<file path="src/rtl/core/msts_pkg.sv">
`timescale 1ns / 1ps
// ----------------------------------------------------------------------------
// Timer scheduler package
// Item codes, result codes and sequencer states shared by the scheduler files.
// ----------------------------------------------------------------------------
package msts_pkg;

	// Width of the slot fields on the item channels
	localparam int SLOT_W = 4;
	// Width of the tolerance register
	localparam int TOL_W = 16;
	// Width of the interval field
	localparam int IVL_W = 32;

	// Request codes
	typedef enum logic [1:0] {
		FUNC_REG   = 2'd0,
		FUNC_UNREG = 2'd1,
		FUNC_TICK  = 2'd2
	} func_t;

	// Result codes
	typedef enum logic [1:0] {
		KIND_REG_ACK   = 2'd0,
		KIND_UNREG_ACK = 2'd1,
		KIND_FIRED     = 2'd2
	} kind_t;

	// Sequencer states
	typedef enum logic [2:0] {
		ST_IDLE,
		ST_ACK,
		ST_INC,
		ST_THR,
		ST_SCAN,
		ST_PICK,
		ST_FIRE
	} state_t;

endpackage

</file>
<file path="src/rtl/core/msts_req_if.sv">
`timescale 1ns / 1ps
// ----------------------------------------------------------------------------
// Scheduler request channel
// Valid/ready channel that carries one request item.
// ----------------------------------------------------------------------------
interface msts_req_if;
	logic                         valid;
	logic                         ready;
	logic [1:0]                   func;
	logic [msts_pkg::SLOT_W-1:0]  timer_slot;
	logic [msts_pkg::IVL_W-1:0]   interval;
	logic                         one_shot;

	modport source (output valid, output func, output timer_slot, output interval,
		output one_shot, input ready);
	modport sink (input valid, input func, input timer_slot, input interval,
		input one_shot, output ready);
endinterface

</file>
<file path="src/rtl/core/msts_rsp_if.sv">
`timescale 1ns / 1ps
// ----------------------------------------------------------------------------
// Scheduler result channel
// Valid/ready channel that carries one result item.
// ----------------------------------------------------------------------------
interface msts_rsp_if;
	logic                         valid;
	logic                         ready;
	logic [1:0]                   kind;
	logic [msts_pkg::SLOT_W-1:0]  slot;
	logic                         last;

	modport source (output valid, output kind, output slot, output last, input ready);
	modport sink (input valid, input kind, input slot, input last, output ready);
endinterface

</file>
<file path="src/rtl/core/multi_slot_timer_scheduler.sv">
`timescale 1ns / 1ps
// ----------------------------------------------------------------------------
// Multi-slot timer scheduler
// Table of one-shot or periodic timers advanced by tick items.
// ----------------------------------------------------------------------------
// The block takes one request item at a time. A register or unregister item
// waits on the result channel when it stalls, and so does a tick item that
// fires. Every firing needs a full pass over the slot table, one slot per
// cycle through the single read port of the wake-time memory, and one
// saturating adder is shared by the time counter, threshold, registration and
// re-arm updates. Fired results leave in ascending wake order, ties to the
// lower slot, through an output register, so a result may wait while the next
// pass runs. Only slots 0 to 15 are reachable from the request channel.

module multi_slot_timer_scheduler #(
	parameter int NUM_SLOTS = 16,
	parameter int TIME_BITS = 48
) (
	input  logic                        clk,
	input  logic                        arst_n,
	input  logic                        cfg_we,
	input  logic [msts_pkg::TOL_W-1:0]  cfg_wdata,
	msts_req_if.sink                    req,
	msts_rsp_if.source                  rsp
);

	localparam int IDX_W = (NUM_SLOTS > 1) ? $clog2(NUM_SLOTS) : 1;
	localparam int SUM_W = ((TIME_BITS > msts_pkg::IVL_W) ? TIME_BITS : msts_pkg::IVL_W) + 1;
	localparam int SW    = msts_pkg::SLOT_W;
	localparam logic [IDX_W:0] CNT_N = (IDX_W + 1)'(NUM_SLOTS);
	localparam logic [7:0] NSLOT_L = 8'(NUM_SLOTS);

	// Control and configuration state
	msts_pkg::state_t state_q, state_d;
	logic [msts_pkg::TOL_W-1:0] tol_q;
	logic [TIME_BITS-1:0]       now_q;
	logic [TIME_BITS-1:0]       thr_q;
	logic [NUM_SLOTS-1:0]       armed_q;
	logic [NUM_SLOTS-1:0]       due_q;
	logic                       first_q;
	logic                       found_q;
	logic [IDX_W-1:0]           best_q;
	logic [TIME_BITS-1:0]       best_wake_q;
	logic [IDX_W:0]             cnt_q;
	logic                       v_s1;
	logic [IDX_W-1:0]           idx_s1;
	msts_pkg::kind_t            ack_kind_q;
	logic [SW-1:0]              ack_slot_q;

	// Slot tables
	logic [TIME_BITS-1:0]       wake_mem [NUM_SLOTS];
	logic [msts_pkg::IVL_W-1:0] ivl_mem  [NUM_SLOTS];
	logic [NUM_SLOTS-1:0]       os_q;
	logic [TIME_BITS-1:0]       rd_wake_q;
	logic [msts_pkg::IVL_W-1:0] rd_ivl_q;

	// Result register
	logic                       out_valid_q;
	msts_pkg::kind_t            out_kind_q;
	logic [SW-1:0]              out_slot_q;
	logic                       out_last_q;

	// Combinational control
	logic                       accept;
	logic                       out_free;
	logic                       slot_ok;
	logic [IDX_W-1:0]           req_idx;
	logic                       ack_go;
	logic                       fire_go;
	logic                       fire_last;
	logic [NUM_SLOTS-1:0]       best_oh;
	logic                       scan_issue;
	logic [IDX_W-1:0]           rd_addr;
	logic                       cand;
	logic                       better;
	logic [SUM_W-1:0]           add_b;
	logic [SUM_W-1:0]           add_sum;
	logic [TIME_BITS-1:0]       sat_sum;

	assign accept     = req.valid && req.ready;
	assign out_free   = !out_valid_q || rsp.ready;
	assign slot_ok    = ({4'd0, req.timer_slot} < NSLOT_L);
	assign req_idx    = IDX_W'(req.timer_slot);
	assign ack_go     = (state_q == msts_pkg::ST_ACK) && out_free;
	assign fire_go    = (state_q == msts_pkg::ST_FIRE) && out_free;
	assign best_oh    = NUM_SLOTS'(1) << best_q;
	assign fire_last  = ((due_q & ~best_oh) == '0);
	assign scan_issue = (state_q == msts_pkg::ST_SCAN) && (cnt_q < CNT_N);
	assign rd_addr    = (state_q == msts_pkg::ST_SCAN) ? cnt_q[IDX_W-1:0] : best_q;
	assign req.ready  = (state_q == msts_pkg::ST_IDLE);

	// Shared saturating adder: now plus interval, one, tolerance or period
	always_comb begin
		case (state_q)
			msts_pkg::ST_INC:  add_b = SUM_W'(1);
			msts_pkg::ST_THR:  add_b = SUM_W'(tol_q);
			msts_pkg::ST_FIRE: add_b = SUM_W'(rd_ivl_q);
			default:           add_b = SUM_W'(req.interval);
		endcase
		add_sum = SUM_W'(now_q) + add_b;
		sat_sum = (add_sum[SUM_W-1:TIME_BITS] != '0) ? '1 : add_sum[TIME_BITS-1:0];
	end

	// Scan compare: first pass builds the due set, later passes use it
	always_comb begin
		cand   = first_q ? (armed_q[idx_s1] && (rd_wake_q <= thr_q)) : due_q[idx_s1];
		better = v_s1 && cand && (!found_q || (rd_wake_q < best_wake_q));
	end

	// Next-state logic
	always_comb begin
		state_d = state_q;
		case (state_q)
			msts_pkg::ST_IDLE: begin
				if (accept) begin
					case (req.func)
						msts_pkg::FUNC_REG,
						msts_pkg::FUNC_UNREG: if (slot_ok) state_d = msts_pkg::ST_ACK;
						msts_pkg::FUNC_TICK:  state_d = msts_pkg::ST_INC;
						default:              state_d = msts_pkg::ST_IDLE;
					endcase
				end
			end
			msts_pkg::ST_ACK:  if (out_free) state_d = msts_pkg::ST_IDLE;
			msts_pkg::ST_INC:  state_d = msts_pkg::ST_THR;
			msts_pkg::ST_THR:  state_d = msts_pkg::ST_SCAN;
			msts_pkg::ST_SCAN: if (!scan_issue && !v_s1) state_d = msts_pkg::ST_PICK;
			msts_pkg::ST_PICK: state_d = found_q ? msts_pkg::ST_FIRE : msts_pkg::ST_IDLE;
			msts_pkg::ST_FIRE: begin
				if (out_free) state_d = fire_last ? msts_pkg::ST_IDLE : msts_pkg::ST_SCAN;
			end
			default: state_d = msts_pkg::ST_IDLE;
		endcase
	end

	// State register
	always_ff @(posedge clk or negedge arst_n) begin
		if (!arst_n) begin
			state_q <= msts_pkg::ST_IDLE;
		end else begin
			state_q <= state_d;
		end
	end

	// Control registers
	always_ff @(posedge clk or negedge arst_n) begin
		if (!arst_n) begin
			tol_q       <= '0;
			now_q       <= '0;
			armed_q     <= '0;
			due_q       <= '0;
			first_q     <= 1'b0;
			found_q     <= 1'b0;
			cnt_q       <= '0;
			v_s1        <= 1'b0;
			out_valid_q <= 1'b0;
		end else begin
			if (cfg_we) tol_q <= cfg_wdata;

			// register / unregister update the armed bits at once
			if (accept && slot_ok) begin
				if (req.func == msts_pkg::FUNC_REG)   armed_q[req_idx] <= 1'b1;
				if (req.func == msts_pkg::FUNC_UNREG) armed_q[req_idx] <= 1'b0;
			end

			if (state_q == msts_pkg::ST_INC) now_q <= sat_sum;

			// start of the first pass
			if (state_q == msts_pkg::ST_THR) begin
				first_q <= 1'b1;
				found_q <= 1'b0;
				cnt_q   <= '0;
			end

			// scan pipeline
			v_s1 <= scan_issue;
			if (scan_issue) cnt_q <= cnt_q + 1'b1;
			if (v_s1 && first_q) due_q[idx_s1] <= cand;
			if (better) found_q <= 1'b1;

			// firing retires one slot and restarts the scan
			if (fire_go) begin
				due_q[best_q] <= 1'b0;
				if (os_q[best_q]) armed_q[best_q] <= 1'b0;
				first_q <= 1'b0;
				found_q <= 1'b0;
				cnt_q   <= '0;
			end

			// result register
			if (ack_go || fire_go) out_valid_q <= 1'b1;
			else if (rsp.ready)    out_valid_q <= 1'b0;
		end
	end

	// Payload registers
	always_ff @(posedge clk) begin
		idx_s1 <= cnt_q[IDX_W-1:0];
		if (state_q == msts_pkg::ST_THR) thr_q <= sat_sum;
		if (better) begin
			best_q      <= idx_s1;
			best_wake_q <= rd_wake_q;
		end
		if (accept) begin
			ack_kind_q <= (req.func == msts_pkg::FUNC_REG) ? msts_pkg::KIND_REG_ACK
				: msts_pkg::KIND_UNREG_ACK;
			ack_slot_q <= req.timer_slot;
		end
		if (ack_go) begin
			out_kind_q <= ack_kind_q;
			out_slot_q <= ack_slot_q;
			out_last_q <= 1'b1;
		end else if (fire_go) begin
			out_kind_q <= msts_pkg::KIND_FIRED;
			out_slot_q <= SW'(best_q);
			out_last_q <= fire_last;
		end
	end

	// Slot memories: one write, one registered read per cycle
	always_ff @(posedge clk) begin
		if (accept && slot_ok && (req.func == msts_pkg::FUNC_REG)) begin
			wake_mem[req_idx] <= sat_sum;
			ivl_mem[req_idx]  <= req.interval;
			os_q[req_idx]     <= req.one_shot;
		end else if (fire_go && !os_q[best_q]) begin
			wake_mem[best_q] <= sat_sum;
		end
		rd_wake_q <= wake_mem[rd_addr];
		rd_ivl_q  <= ivl_mem[rd_addr];
	end

	assign rsp.valid = out_valid_q;
	assign rsp.kind  = out_kind_q;
	assign rsp.slot  = out_slot_q;
	assign rsp.last  = out_last_q;

`ifndef SYNTHESIS
	// a fired slot is armed up to its firing
	a_fire_armed: assert property (@(posedge clk) disable iff (!arst_n)
		fire_go |-> armed_q[best_q])
		else $error("firing slot is not armed");

	// due set never holds a disarmed slot
	a_due_subset: assert property (@(posedge clk) disable iff (!arst_n)
		(due_q & ~armed_q) == '0)
		else $error("due slot is not armed");

	// time counter never moves backward
	a_time_mono: assert property (@(posedge clk) disable iff (!arst_n)
		1'b1 |=> now_q >= $past(now_q))
		else $error("time counter decreased");

	// due set is empty whenever a new item can be taken
	a_idle_clean: assert property (@(posedge clk) disable iff (!arst_n)
		req.ready |-> (due_q == '0))
		else $error("due slots left after tick");
`endif

endmodule

</file>
<file path="src/flat_wrapper.sv">
// flat-port wrapper written by rule: the top's interface ports become plain ports
module multi_slot_timer_scheduler_flat 
#(
	parameter int NUM_SLOTS = 16,
	parameter int TIME_BITS = 48
)
  (clk, arst_n, cfg_we, cfg_wdata, req_valid, req_func, req_timer_slot, req_interval, req_one_shot, req_ready, rsp_valid, rsp_kind, rsp_slot, rsp_last, rsp_ready);
  msts_req_if req_i ();
  msts_rsp_if rsp_i ();
  input  logic clk;
  input  logic arst_n;
  input  logic cfg_we;
  input  logic [msts_pkg::TOL_W-1:0] cfg_wdata;
  input wire logic [$bits(req_i.valid)-1:0] req_valid;
  input wire logic [$bits(req_i.func)-1:0] req_func;
  input wire logic [$bits(req_i.timer_slot)-1:0] req_timer_slot;
  input wire logic [$bits(req_i.interval)-1:0] req_interval;
  input wire logic [$bits(req_i.one_shot)-1:0] req_one_shot;
  output wire logic [$bits(req_i.ready)-1:0] req_ready;
  output wire logic [$bits(rsp_i.valid)-1:0] rsp_valid;
  output wire logic [$bits(rsp_i.kind)-1:0] rsp_kind;
  output wire logic [$bits(rsp_i.slot)-1:0] rsp_slot;
  output wire logic [$bits(rsp_i.last)-1:0] rsp_last;
  input wire logic [$bits(rsp_i.ready)-1:0] rsp_ready;
  assign req_i.valid = req_valid;
  assign req_i.func = req_func;
  assign req_i.timer_slot = req_timer_slot;
  assign req_i.interval = req_interval;
  assign req_i.one_shot = req_one_shot;
  assign req_ready = req_i.ready;
  assign rsp_valid = rsp_i.valid;
  assign rsp_kind = rsp_i.kind;
  assign rsp_slot = rsp_i.slot;
  assign rsp_last = rsp_i.last;
  assign rsp_i.ready = rsp_ready;
  multi_slot_timer_scheduler #(.NUM_SLOTS(NUM_SLOTS), .TIME_BITS(TIME_BITS)) u_core (.clk(clk), .arst_n(arst_n), .cfg_we(cfg_we), .cfg_wdata(cfg_wdata), .req(req_i), .rsp(rsp_i));
endmodule
</file>
<file path="config.mk">
export PLATFORM = sky130hd
export DESIGN_NAME = multi_slot_timer_scheduler_flat
export DESIGN_NICKNAME = d
export VERILOG_FILES = /design/src/rtl/core/msts_pkg.sv /design/src/rtl/core/msts_req_if.sv /design/src/rtl/core/msts_rsp_if.sv /design/src/rtl/core/multi_slot_timer_scheduler.sv /design/src/flat_wrapper.sv
export SDC_FILE = /design/constraint.sdc
export NUM_CORES = 2
export LEC_CHECK = 0
export BUFFER_PORTS_ARGS = -buffer_cell sky130_fd_sc_hd__buf_2
export CAP_MARGIN = 30
export CELL_PAD_IN_SITES_DETAIL_PLACEMENT = 0
export CELL_PAD_IN_SITES_GLOBAL_PLACEMENT = 1
export CORE_MARGIN = 10
export CORE_UTILIZATION = 50
export CTS_CLUSTER_DIAMETER = 60
export DETAILED_ROUTE_END_ITERATION = 6
export MAX_ROUTING_LAYER = met4
export PLACE_DENSITY = 0.81
export RECOVER_POWER = 25
export SETUP_SLACK_MARGIN = 0.5
export SYNTH_ARGS = -nofsm -noshare
export SYNTH_HDL_FRONTEND = slang
export SYNTH_SLANG_ARGS = --single-unit
</file>
<file path="constraint.sdc">
create_clock -name clk -period 8.39 [get_ports clk]
set_input_delay 0.839 -clock clk [delete_from_list [all_inputs] [get_ports clk]]
set_output_delay 0.839 -clock clk [all_outputs]
set_load 0.1 [all_outputs]
</file>
# After elaboration in Yosys (flattened, before gate mapping)
# Memory sizes are Yosys's and may differ from the RTL's. A register that Yosys moved wholly into a read port is not among the register bits.
# Cells that the tools add are included.
# Widths: inputs -> output; s select.
# op_classes
addsub	2
magnitude_cmp	9
n_eq_ne	12
n_shift	1
mux	57
bitwise_logic	8
reduce_logical	33
# op_table
op	count
$mux 16	8
$mux 48	2
$pmux 32 s3	1
$and 16x16->16	4
$add 48x32->49	1
$le 48x48->1	1
$lt 48x48->1	1
$not 16->16	3
$reduce_or 48->1	1
$bwmux 16	2
$mux 1	21
$pmux 3 s7	1
$mux 3	6
$logic_not 16->1	1
$mux 4	4
$or 16x16->16	1
$shl 1x4->16 const A	1
$lt 4x5->1 const B	3
$mux 5	3
$logic_and 1x1->1	14
$bmux 1 s4	3
$demux 1 s4	3
$ge 4x1->1 const B	3
$eq 3x3->1 const B	3
other kinds (18)	31
# totals
reg_bits	241
ram_bits	1280
input_bits	60
output_inout_bits	9
n_memories	2
# memory_table
name	words	width	read_ports	rd_ports_with_merged_regs	write_ports	line	rtl
u_core.wake_mem	16	48	1	1	1	multi_slot_timer_scheduler.sv:51	logic [TIME_BITS-1:0] wake_mem [NUM_SLOTS];
u_core.ivl_mem	16	32	1	1	1	multi_slot_timer_scheduler.sv:52	logic [msts_pkg::IVL_W-1:0] ivl_mem [NUM_SLOTS];

# Depth between registers and ports, before layout
# logic_depth
ltp_word	13
ltp_mapped	18
ltp_nobuf	15

# Worst setup path after synthesis
# No wires, ideal clock.
# synth_path
path_kind	register to register
startpoint	reg u_core.state_q[0]
endpoint	mem u_core.ivl_mem[14][0] (netlist name), enable pin
setup_time_ns	0.513
arrival_time_ns	6.781
setup_slack_ns	1.096
stages_incl_launch_ff	7
n_path_buf	1
synth_period_minus_slack_ns	7.294
cell_sequence	dfrtp_1 -> clkbuf_1 -> nor3_1 -> nand2_1 -> nor2_1 -> nand2_1 -> nor4_1
# synth_via
elab_chain_cells	5
# synth_lines
element	line	rtl
start, declared	multi_slot_timer_scheduler.sv:34	msts_pkg::state_t state_q, state_d;
start signal, assigned	multi_slot_timer_scheduler.sv:139	state_q <= msts_pkg::ST_IDLE;
start signal, assigned	multi_slot_timer_scheduler.sv:141	state_q <= state_d;
$logic_not 3->1	multi_slot_timer_scheduler.sv:90	assign req.ready = (state_q == msts_pkg::ST_IDLE);
named net req_ready	flat_wrapper.sv:19	output wire logic [$bits(req_i.ready)-1:0] req_ready;
$logic_and 1x1->1	multi_slot_timer_scheduler.sv:80	assign accept = req.valid && req.ready;
$logic_and 1x1->1	multi_slot_timer_scheduler.sv:222	if (accept && slot_ok && (req.func == msts_pkg::FUNC_REG)) begin
$mux 1	multi_slot_timer_scheduler.sv:222	
$mux 1 (not written as such)	multi_slot_timer_scheduler.sv:224	ivl_mem[req_idx] <= req.interval;
end, declared	multi_slot_timer_scheduler.sv:52	
# The timed path passes the listed nets, and every way through them passes these cells.

# Worst setup path after layout
# layout_path
startpoint	reg u_core.state_q[1]
endpoint	reg u_core.now_q[0]
# layout_via
elab_chain_cells	4
# layout_lines
element	line	rtl
$eq 3x3->1 or $eq 3x2->1 (tied branches)	multi_slot_timer_scheduler.sv:94	case (state_q)
$pmux 32 s3 (*)	multi_slot_timer_scheduler.sv:94	
$add 48x32->49 (*)	multi_slot_timer_scheduler.sv:100	add_sum = SUM_W'(now_q) + add_b;
$mux 48 (*)	multi_slot_timer_scheduler.sv:101	sat_sum = (add_sum[SUM_W-1:TIME_BITS] != '0) ? '1 : add_sum[TIME_BITS-1:0];
named net u_core.sat_sum[0]	multi_slot_timer_scheduler.sv:78	logic [TIME_BITS-1:0] sat_sum;
end signal, assigned	multi_slot_timer_scheduler.sv:166	if (state_q == msts_pkg::ST_INC) now_q <= sat_sum;
end, declared	multi_slot_timer_scheduler.sv:36	logic [TIME_BITS-1:0] now_q;
# Mark *: on every way through the listed nets, which the timed path passes. The rest lies on a longest branch.
# A chain may end at the register's enable or synchronous reset.

==> impl_metrics.yaml <==
run_status:
  outcome: "finished with violations"
  violations: "max-capacitance violations, max-slew violations"
layout:
  layout.nets: 4008
  multi_input_area_sq_um: 17300
  regArea_sq_um: 46700
  layout-drive-gt1-share_pct: 18.8
  design_area_sq_um: 72700
  area_growth_pct: 11.9
  n_fill_cell: 9717
  postLayoutCoreUtil_pct: 56.2
timing:
  fmax_ghz: 0.163
  slew_violations: 162
  min_period_ns: 6.12
  setup-tns-final_ns: 0
  grt_setup_unrepaired: "no"
  period_share_pct: 72.9
  hold_violations: 0
  fin_skew_ns: 0.0329
  setup_violations: 0
  slew_headroom_pct: -167
  tightestPinTransition_ns: 4.01
die:
  core-area_sq_um: 129000
  fp-row-count: 132
  die_y_um: 380
  dieArea_sq_um: 145000
  start_util_pct: 50.2
  ios: 69
  die-width_um: 380
global_route:
  grt_pass1_wl_um: 225000
  grt_pass1_vias: 34700
  grt_max_degree: 113
  antenna_found_initial: 5
  grt_overflow: 0
  track_usage_pct: 21.1
synthesis:
  syn_avg_cell_area_sq_um: 17.6
  yosys_warnings: 0
  synth-edff-count: 1407
  yosysMostFrequentCell: "edfxtp_1"
  yosysSeqAreaShare_pct: 71.8
  yosys.area.top_type: "edfxtp_1"
  yosysUniqueCellTypes: 79
  synth_area_sq_um: 65000
  synth_area_leaders: "edfxtp_1, mux4_2, dfrtp_1"
  syn_inst: 3697
  synth_top_flop_cell: "edfxtp_1"
  synth_nets: 3886
  ys_ff_latch: 1600
  async_reset_ff_share_pct: 6.75
  netlist.area_leader.share_pct: 65.0
  synthTopCellsByCount: "edfxtp_1, mux4_2, nand2_1"
worst_setup_path:
  end_kind: "flop"
  critPathKind: "flop to flop"
  crit_arrival_ns: 6.75
  startpoint_type: "flop"
  crit_path_max_fanout: 39
  worst_path_largest_cell_delay_ns: 0.96
  rrSetupSlack_ns: 2.27
  cpMaxStageDelayCell: "clkbuf_1"
  worstPathCellList: "inv_1 > clkbuf_1 > nor2_1 > clkbuf_1 > a22o_1 > a22o_1 > ha_1 > a21o_1 > a21o_1 > a21oi_1 > and3_4 > a22oi_4 > nand3_2 > buf_4 > buf_4 > nand2b_1 > mux2_2"
  crit_buf_inv: 5
  r2r_start: "u_core.state_q[1]"
  cp_data_required_time_ns: 9.02
  critPathTopFamily: "buffers and inverters"
  reg2reg_depth: 17
  r2r-end: "u_core.now_q[0]"
min_path:
  min_to: "u_core.tol_q[11]"
  min_from: "cfg_wdata[11]"
  holdPathStages: 2
  hp-class: "input pin to flop"
cts:
  clock_latency_ns: 0.78
  cts_tree: "yes"
  clockBufferDepth: 3
  cts_resized: 0
  root_buffer: "clkbuf_16"
  cts_buffers: 161
  clkTransAtPathRegs_ns: 0.06
  cts.sinks: 1600
  cts_hold_buf: 0
  cts_setup_buffers: 0
  htree_num_levels: 4
route:
  drt-pass1-iter-count: 6
  ant_nets: 0
  wl_um: 150000
  via_per_inst: 6.10
  vias: 34800
  drc: 0
  wl_per_cell_um: 26.3
  drtIter0Drc: 3705
power:
  power_frac_seq_pct: 42.1
  swShare_pct: 32.9
  power.switching_w: 0.00867
  intPower_w: 0.0177
  p_leak_nw: 24.6
  ir_drop_mv: 0.325
  p_clk_share_pct: 26.5
  power_density_nw_per_um2: 362
  power_frac_comb_pct: 31.4
place:
  place_area_sq_um: 67600
  dp_hpwl_um: 83500
  place_congestion: 0.867
  port_buffers: 68
flow_run:
  drv_cap: 3
how the worst max path moves through the flow:
stage	to	cells past startpoint	slack (ns)	from
floorplan	u_core.ivl_mem[14][0]	6	1.10	u_core.state_q[0]
detailed placement	u_core.now_q[29]	15	2.52	u_core.state_q[0]
global placement	u_core.now_q[29]	15	2.71	u_core.state_q[0]
CTS	u_core.now_q[29]	15	2.56	u_core.state_q[0]
finish	u_core.now_q[0]	17	2.27	u_core.state_q[1]
global route	u_core.now_q[0]	17	1.75	u_core.state_q[1]
logic make-up after synthesis:
kind of cell	count (synthesis)	share of synthesized area, %
AOI/OAI and AO/OA	563	5.88
xor gates and xnor gates	33	0.445
adders and majority gates	129	2.50
buffers and inverters	313	2.14
DFF	1600	71.8
muxes	379	12.3
and+or+nand+nor	680	4.89
power by group through the flow:
| stage | Sequential (W) | Clock [W] | Combinational (W) |
|---|---|---|---|
| final | 0.0111 | 0.00697 | 0.00826 |
| after global routing | 0.0111 | 0.00739 | 0.00902 |
| after CTS | 0.0111 | 0.00708 | 0.00827 |
| after detailed placement | 0.0112 | 0 | 0.00823 |
| after global placement | 0.0112 | 0 | 0.00807 |
| after floorplan | 0.0111 | 0 | 0.00589 |
area by class of cell:
cell class / count / area share, %
clock buffer: 227 / 6.12
sequential: 1600 / 64.2
inverter: 124 / 0.640
multi-input combinational: 1784 / 23.7
tap: 1742 / 3.00
clock inverter: 69 / 0.960
antenna: 5 / 0.0172
timing repair buffer: 148 / 1.35
per-layer routing:
layer | part of all wire (%) | vias up | wire, um | global-route usage [%]
met5 | 0 | - | 0 | -
met4 | 2.0 | 0 | 3060 | 5.39
met3 | 7.4 | 230 | 11100 | 3.17
met2 | 49 | 1430 | 73500 | 33.6
met1 | 41 | 18100 | 62100 | 28.7
li1 | - | 15000 | - | -
per-stage QoR:
stage | hold slack, ns | cells | power, W | setup WS, ns
finish | 0.299 | 5699 | 0.0263 | 2.27
detailed placement | 0.472 | 5390 | 0.0195 | 2.52
global route | 0.279 | 5699 | 0.0275 | 1.75
global placement | 0.456 | 5383 | 0.0193 | 2.71
floorplan | 0.406 | 3697 | 0.0169 | 1.10
CTS | 0.122 | 5686 | 0.0264 | 2.56
flip-flops by register name, indices dropped and copies added, names as in the netlist, 2 cells and up:
name,count
u_core.state_q,3
u_core.rd_ivl_q,32
u_core.ack_slot_q,4
u_core.rsp.kind,2
u_core.os_q,16
u_core.armed_q,16
u_core.rsp.slot,4
u_core.cnt_q,5
u_core.due_q,16
u_core.rd_wake_q,48
u_core.now_q,48
u_core.idx_s1,4
u_core.best_q,4
u_core.best_wake_q,48
u_core.tol_q,16
u_core.wake_mem,768
u_core.ivl_mem,512
u_core.thr_q,48
placed cells by master (no fill, tap or decap), types with 30 or more instances in the layout:
cell type     n
o21ai_0      48
inv_1       123
nor2_4       30
edfxtp_1   1407
buf_4        65
a21oi_1     108
and2_1       92
dfxtp_1      85
nand2_1     278
clkbuf_16   165
a21o_1       42
ha_1        128
nand4_1      30
a22o_1       35
mux4_2      334
dfrtp_1     108
clkbuf_1    105
a211oi_1     86
nor2_1      109
a31oi_1     128
Power figures use the tool's default switching activity.
